<file path="src/arc_pkg.sv">
// Package for the address resolution cache: table size, field widths,
// action codes and sequencer states. It depends on nothing else.
`timescale 1ns / 1ps
`default_nettype none

package arc_pkg;

    localparam int ENTRIES = 16;
    localparam int IDX_W   = $clog2(ENTRIES);
    localparam int ACT_W   = 2;
    localparam int IP_W    = 32;
    localparam int MAC_W   = 48;
    localparam int SLOT_W  = 4;
    localparam int ENTRY_W = IP_W + MAC_W;

    typedef enum logic [ACT_W-1:0] {
        ACT_ADD    = 2'd0,
        ACT_LOOKUP = 2'd1,
        ACT_CLEAR  = 2'd2
    } t_action;

    typedef enum logic [1:0] {
        S_IDLE,
        S_SCAN,
        S_WRITE,
        S_DONE
    } t_state;

endpackage

`default_nettype wire

</file>
<file path="src/arc_ram.sv">
// Generic single-port-write, single-port-read RAM with a registered read.
// It depends on nothing else.
`timescale 1ns / 1ps
`default_nettype none

module arc_ram #(
    parameter int WIDTH = 8,
    parameter int DEPTH = 16
) (
    input  wire logic                     i_clk,
    input  wire logic                     i_we,
    input  wire logic [$clog2(DEPTH)-1:0] i_waddr,
    input  wire logic [WIDTH-1:0]         i_wdata,
    input  wire logic [$clog2(DEPTH)-1:0] i_raddr,
    output logic      [WIDTH-1:0]         o_rdata
);

    logic [WIDTH-1:0] r_mem [DEPTH];
    logic [WIDTH-1:0] r_rdata;

    always_ff @(posedge i_clk) begin
        if (i_we) begin
            r_mem[i_waddr] <= i_wdata;
        end
        r_rdata <= r_mem[i_raddr];
    end

    assign o_rdata = r_rdata;

endmodule

`default_nettype wire

</file>
<file path="src/address_resolution_cache_unit.sv">
// Top level of the address resolution cache: sequencer, valid marks and result register.
// It depends on arc_pkg and instantiates arc_ram for the address and hardware address store.
//
//   Channel  Signals                                      Direction
//   input    i_in_valid, o_in_stall, i_action,
//            i_ip_address, i_new_mac                      in
//   output   o_out_valid, i_out_stall, o_hit,
//            o_found_mac, o_slot_used                     out
//
// Adds and lookups scan the table through the single RAM read port, one entry per cycle.
// Only one word is in the block at a time; the input stalls until its result is loaded.
// Reset is synchronous and clears the valid marks and the sequencer at once.
// A stalled output holds the block in its final state until the result register frees.
`timescale 1ns / 1ps
`default_nettype none

module address_resolution_cache_unit (
    input  wire logic                       i_clk,
    input  wire logic                       i_rst_n,
    input  wire logic                       i_in_valid,
    output logic                            o_in_stall,
    input  wire logic [arc_pkg::ACT_W-1:0]  i_action,
    input  wire logic [arc_pkg::IP_W-1:0]   i_ip_address,
    input  wire logic [arc_pkg::MAC_W-1:0]  i_new_mac,
    output logic                            o_out_valid,
    input  wire logic                       i_out_stall,
    output logic                            o_hit,
    output logic      [arc_pkg::MAC_W-1:0]  o_found_mac,
    output logic      [arc_pkg::SLOT_W-1:0] o_slot_used
);

    import arc_pkg::*;

    t_state               r_state, n_state;
    logic [ACT_W-1:0]     r_action, n_action;
    logic [IP_W-1:0]      r_ip, n_ip;
    logic [MAC_W-1:0]     r_mac, n_mac;
    logic [IDX_W-1:0]     r_idx, n_idx;
    logic                 r_cmp_vld, n_cmp_vld;
    logic [IDX_W-1:0]     r_cmp_idx, n_cmp_idx;
    logic [IDX_W-1:0]     r_pick, n_pick;
    logic                 r_found, n_found;
    logic [MAC_W-1:0]     r_res_mac, n_res_mac;
    logic [ENTRIES-1:0]   r_valid, n_valid;
    logic                 r_out_valid, n_out_valid;
    logic                 r_out_hit, n_out_hit;
    logic [MAC_W-1:0]     r_out_mac, n_out_mac;
    logic [SLOT_W-1:0]    r_out_slot, n_out_slot;

    logic                 ram_we;
    logic [ENTRY_W-1:0]   ram_rdata;
    logic [IP_W-1:0]      rd_ip;
    logic [MAC_W-1:0]     rd_mac;
    logic                 cmp_hit;
    logic                 cmp_last;
    logic                 is_add;

    arc_ram #(
        .WIDTH (ENTRY_W),
        .DEPTH (ENTRIES)
    ) u_ram (
        .i_clk   (i_clk),
        .i_we    (ram_we),
        .i_waddr (r_pick),
        .i_wdata ({r_ip, r_mac}),
        .i_raddr (r_idx),
        .o_rdata (ram_rdata)
    );

    assign rd_ip    = ram_rdata[ENTRY_W-1:MAC_W];
    assign rd_mac   = ram_rdata[MAC_W-1:0];
    assign is_add   = (r_action == ACT_ADD);
    assign cmp_last = (r_cmp_idx == IDX_W'(ENTRIES - 1));

    // An add takes a free slot or one with the same address; a lookup needs a valid match.
    always_comb begin
        if (is_add) begin
            cmp_hit = !r_valid[r_cmp_idx] || (rd_ip == r_ip);
        end else begin
            cmp_hit = r_valid[r_cmp_idx] && (rd_ip == r_ip);
        end
    end

    assign o_in_stall  = !i_rst_n || (r_state != S_IDLE);
    assign o_out_valid = r_out_valid;
    assign o_hit       = r_out_hit;
    assign o_found_mac = r_out_mac;
    assign o_slot_used = r_out_slot;

    always_comb begin
        n_state     = r_state;
        n_action    = r_action;
        n_ip        = r_ip;
        n_mac       = r_mac;
        n_idx       = r_idx;
        n_cmp_vld   = r_cmp_vld;
        n_cmp_idx   = r_cmp_idx;
        n_pick      = r_pick;
        n_found     = r_found;
        n_res_mac   = r_res_mac;
        n_valid     = r_valid;
        n_out_valid = r_out_valid;
        n_out_hit   = r_out_hit;
        n_out_mac   = r_out_mac;
        n_out_slot  = r_out_slot;
        ram_we      = 1'b0;

        if (r_out_valid && !i_out_stall) begin
            n_out_valid = 1'b0;
        end

        case (r_state)
            S_IDLE: begin
                if (i_in_valid && !o_in_stall) begin
                    n_action  = i_action;
                    n_ip      = i_ip_address;
                    n_mac     = i_new_mac;
                    n_idx     = '0;
                    n_cmp_vld = 1'b0;
                    n_pick    = '0;
                    n_found   = 1'b0;
                    n_res_mac = '0;
                    case (i_action)
                        ACT_ADD, ACT_LOOKUP: begin
                            n_state = S_SCAN;
                        end
                        ACT_CLEAR: begin
                            n_valid = '0;
                            n_state = S_DONE;
                        end
                        default: begin
                            n_state = S_DONE;
                        end
                    endcase
                end
            end
            S_SCAN: begin
                n_idx     = r_idx + 1'b1;
                n_cmp_vld = 1'b1;
                n_cmp_idx = r_idx;
                if (r_cmp_vld) begin
                    if (cmp_hit) begin
                        n_pick    = r_cmp_idx;
                        n_found   = 1'b1;
                        n_res_mac = is_add ? '0 : rd_mac;
                        n_state   = is_add ? S_WRITE : S_DONE;
                    end else if (cmp_last) begin
                        // A full table on add falls back to slot zero.
                        n_pick  = '0;
                        n_state = is_add ? S_WRITE : S_DONE;
                    end
                end
            end
            S_WRITE: begin
                ram_we          = 1'b1;
                n_valid[r_pick] = 1'b1;
                n_state         = S_DONE;
            end
            S_DONE: begin
                if (!r_out_valid || !i_out_stall) begin
                    n_out_valid = 1'b1;
                    n_out_hit   = is_add || ((r_action == ACT_LOOKUP) && r_found);
                    n_out_mac   = r_res_mac;
                    n_out_slot  = SLOT_W'(r_pick);
                    n_state     = S_IDLE;
                end
            end
            default: begin
                n_state = S_IDLE;
            end
        endcase
    end

    always_ff @(posedge i_clk) begin
        if (!i_rst_n) begin
            r_state     <= S_IDLE;
            r_cmp_vld   <= 1'b0;
            r_found     <= 1'b0;
            r_valid     <= '0;
            r_out_valid <= 1'b0;
        end else begin
            r_state     <= n_state;
            r_cmp_vld   <= n_cmp_vld;
            r_found     <= n_found;
            r_valid     <= n_valid;
            r_out_valid <= n_out_valid;
        end
    end

    always_ff @(posedge i_clk) begin
        r_action   <= n_action;
        r_ip       <= n_ip;
        r_mac      <= n_mac;
        r_idx      <= n_idx;
        r_cmp_idx  <= n_cmp_idx;
        r_pick     <= n_pick;
        r_res_mac  <= n_res_mac;
        r_out_hit  <= n_out_hit;
        r_out_mac  <= n_out_mac;
        r_out_slot <= n_out_slot;
    end

endmodule

`default_nettype wire

</file>
<file path="config.mk">
export PLATFORM = sky130hd
export DESIGN_NAME = address_resolution_cache_unit
export DESIGN_NICKNAME = d
export VERILOG_FILES = /design/src/arc_pkg.sv /design/src/arc_ram.sv /design/src/address_resolution_cache_unit.sv
export SDC_FILE = /design/constraint.sdc
export NUM_CORES = 1
export LEC_CHECK = 0
export BUFFER_PORTS_ARGS = -buffer_cell sky130_fd_sc_hd__buf_2
export CAP_MARGIN = 20
export CORE_MARGIN = 1
export CORE_UTILIZATION = 61
export DETAILED_ROUTE_END_ITERATION = 12
export GPL_TIMING_DRIVEN = 0
export PLACE_DENSITY_LB_ADDON = 0.15
export SLEW_MARGIN = 20
export SYNTH_ARGS = -nofsm -noshare
export SYNTH_HDL_FRONTEND = slang
export SYNTH_SLANG_ARGS = --single-unit
</file>
<file path="constraint.sdc">
create_clock -name i_clk -period 8.5 [get_ports i_clk]
set_clock_uncertainty 0.15 [all_clocks]
set_input_delay 1.7 -clock i_clk [delete_from_list [all_inputs] [get_ports i_clk]]
set_output_delay 1.7 -clock i_clk [all_outputs]
set_load 0.01 [all_outputs]
</file>
==> flow_metrics.env <==
export IMPL_htreeDepth=4
export IMPL_cts_setup_buffers=0
export IMPL_p_per_area_nw_per_um2=286
export IMPL_arrival_ps=4720
export IMPL_grt_pass1_vias=30600
export IMPL_portBuffers=140
export IMPL_required_ps=8810
export IMPL_dpl_hpwl_um=87100
export IMPL_fp_row_count=112
export IMPL_grt_max_degree=54
export IMPL_internal_power_mw=14.2
export IMPL_switchingPower_mw=5.13
export IMPL_antenna_found_initial=2
export IMPL_seqPwrFrac=0.492
export IMPL_syn_num_nets=3010
export IMPL_ir_worst_vdd_v=0.000217
export IMPL_numCtsBuffers=156
export IMPL_cts_max_path_buffers=3
export IMPL_final_core_util=0.719
export IMPL_drv_slew=0
export IMPL_ctsHoldBuffers=0
export IMPL_ant_nets=0
export IMPL_drc_errors=0
export IMPL_swShare=0.265
export IMPL_cts_sinks=1576
export IMPL_syn_to_final_growth_pct=16.0
export IMPL_avgSynthCellArea_sq_um=19.9
export IMPL_synth_edf_count=1475
export IMPL_crit_type="flip-flop to flip-flop"
export IMPL_synth_top_area_cell="edfxtp_1"
export IMPL_cp_max_fo=21
export IMPL_insertion_delay_ps=770
export IMPL_io_pin_count=141
export IMPL_power_total_mw=19.3
export IMPL_clkTransAtPathRegs_ps=60
export IMPL_vias_per_cell=6.34
export IMPL_die_w_um=311
export IMPL_rsz0062_at_grt="false"
export IMPL_gpl_final_weighted_congestion=0.792
export IMPL_finalCritPeriodShare=0.519
export IMPL_grt_ovfl_total=0
export IMPL_routed_wirelength_um=135000
export IMPL_setup_viol_count_final=0
export IMPL_outcome="complete, no violations"
export IMPL_power_leakage_nw=22.6
export IMPL_ys_flop_type="edfxtp_1"
export IMPL_seq_area_frac_synth=0.796
export IMPL_critical_path_startpoint_type="flip-flop"
export IMPL_drv_cap=0
export IMPL_synth_cell_types=48
export IMPL_tns_ps=0
export IMPL_setup_worst_path_end_class="flip-flop"
export IMPL_worst_pin_slew_ps=1190
export IMPL_pre_cts_ws_ps=4260
export IMPL_ys_ff_latch=1576
export IMPL_fin_nets=3418
export IMPL_coreArea_sq_um=93900
export IMPL_synthCells=2919
export IMPL_async_reset_ff_frac=0
export IMPL_track_usage=0.282
export IMPL_cts_root_buf="clkbuf_16"
export IMPL_drt_pass1_iter_count=8
export IMPL_ys_warn_count=0
export IMPL_maxSlewHeadroom=0.209
export IMPL_drt_iter0_drc=3374
export IMPL_cts_resized=0
export IMPL_final_hold_viol_count=0
export IMPL_r2r_slack_ps=4090
export IMPL_hold_class="flip-flop to flip-flop"
export IMPL_fin_crit_ps=4410
export IMPL_yosysMostFrequentCell="edfxtp_1"
export IMPL_final_layout_size_suffix_gt1_frac=0.233
export IMPL_combPwrFrac=0.164
export IMPL_grt_pass1_wl_um=197000
export IMPL_setup_ws_ps=4090
export IMPL_initial_core_util=0.620
export IMPL_die_y_um=311
export IMPL_synth_commonest_cells="edfxtp_1 (1,475), mux2i_1 (244), o21ai_0 (165), mux4_2 (162), dfxtp_1 (101)"
export IMPL_cts_tree="done"
export IMPL_power_frac_clock=0.344
export IMPL_max_freq_ghz=0.227
export IMPL_holdWs_ps=265
export IMPL_yosys_area_top_type_share=0.761
export IMPL_wl_per_cell_um=28.7
export IMPL_vias=29900
export IMPL_synth_area_leaders="edfxtp_1 (76%), mux4_2 (6.3%), mux2i_1 (4.2%), dfxtp_1 (3.5%), mux2_2 (1.6%)"
export IMPL_syn_area_sq_um=58200
export IMPL_die_area_sq_um=96700
==> state kept, by name, indices dropped and copies added (netlist names), 2 cells and up <==
name and count:
o_found_mac 48, o_slot_used 4, r_action 2, r_cmp_idx 4
r_idx 4, r_ip 32, r_mac 48, r_pick 4
r_res_mac 48, r_state 2, r_valid 16, u_ram.o_rdata 80
u_ram.r_mem 1280
==> per-stage QoR <==
step | std cells | instance area, sq um
final | 4710 | 67500
after global routing | 4708 | 67500
after CTS | 4708 | 67500
after detailed placement | 4423 | 62500
after global placement | 4313 | 60500
after floorplan | 2919 | 58200
==> critical path, stage by stage, from the launching register on <==
cell	delay [ps]
edfxtp_1	630
xor2_1	280
nor4_1	630
nand4_1	650
a2111o_2	680
a21oi_2	240
nand2_1	150
o21ai_4	220
buf_16	230
buf_16	180
==> per-layer routing <==
metal / up-vias / GRT usage / routed length [um]
li1: 12700 / - / -
met1: 15400 / 0.381 / 52900
met2: 1513 / 0.456 / 66200
met3: 250 / 0.0576 / 11400
met4: 0 / 0.108 / 4510
met5: - / 0 / 0
==> area by class of cell <==
type                            instances  area [sq um]
Multi-Input combinational cell       1190         11400
Clock buffer                          224          4450
Tap cell                             1254          1570
Inverter                                9          38.8
Antenna cell                            2          5.00
Sequential cell                      1576         46300
Clock inverter                         61           512
Timing Repair Buffer                  250          2610
Fill cell                            5505         26400
Buffer                                144           646
==> placed cells by master (no fill, tap or decap), types with 7 or more instances in the layout <==
| cell type | n |
|---|---|
| nor2_4 | 12 |
| mux4_2 | 162 |
| buf_16 | 40 |
| nor2_1 | 27 |
| clkbuf_8 | 19 |
| bufinv_16 | 7 |
| mux2_2 | 81 |
| clkbuf_16 | 161 |
| buf_12 | 21 |
| a221oi_1 | 80 |
| inv_6 | 7 |
| o21ai_0 | 164 |
| xor2_1 | 33 |
| clkinv_1 | 18 |
| nor4_1 | 8 |
| clkinv_2 | 25 |
| a22oi_1 | 80 |
| clkbuf_1 | 127 |
| mux2i_1 | 244 |
| nand2_1 | 95 |
| and2_1 | 53 |
| buf_4 | 48 |
| buf_6 | 7 |
| edfxtp_1 | 1475 |
| buf_2 | 190 |
| a21oi_1 | 97 |
| dfxtp_1 | 101 |
| inv_1 | 8 |
==> worst paths after layout <==
kind / startpoint / cells after the start / endpoint
setup / recovery: r_ip[30]$_DFFE_PP_ / 9 / r_res_mac[38]$_SDFFCE_PN0P_
hold / removal: r_res_mac[28]$_SDFFCE_PN0P_ / 0 / o_found_mac[28]$_DFFE_PP_
setup reg to reg: r_ip[30]$_DFFE_PP_ / 9 / r_res_mac[38]$_SDFFCE_PN0P_
hold reg to reg: r_res_mac[28]$_SDFFCE_PN0P_ / 0 / o_found_mac[28]$_DFFE_PP_
==> logic make-up after synthesis <==
| family | after synthesis | synth area share |
|---|---|---|
| xor+xnor | 34 | 0.00512 |
| compound gates | 437 | 0.0471 |
| buf+inv | 153 | 0.0116 |
| fa+ha+maj | 5 | 0.00107 |
| flops | 1576 | 0.796 |
| mux | 488 | 0.121 |
| simple gates | 226 | 0.0190 |
==> power groups by stage <==
stage	Clock, mW	Combinational [mW]	Sequential, mW
floorplan	0	1.97	9.55
global placement	0	2.94	9.69
detailed placement	0	3.13	9.65
CTS	6.71	3.17	9.50
global route	7.01	3.36	9.55
finish	6.65	3.17	9.50
No activity file was read; power rests on OpenSTA's default activity.
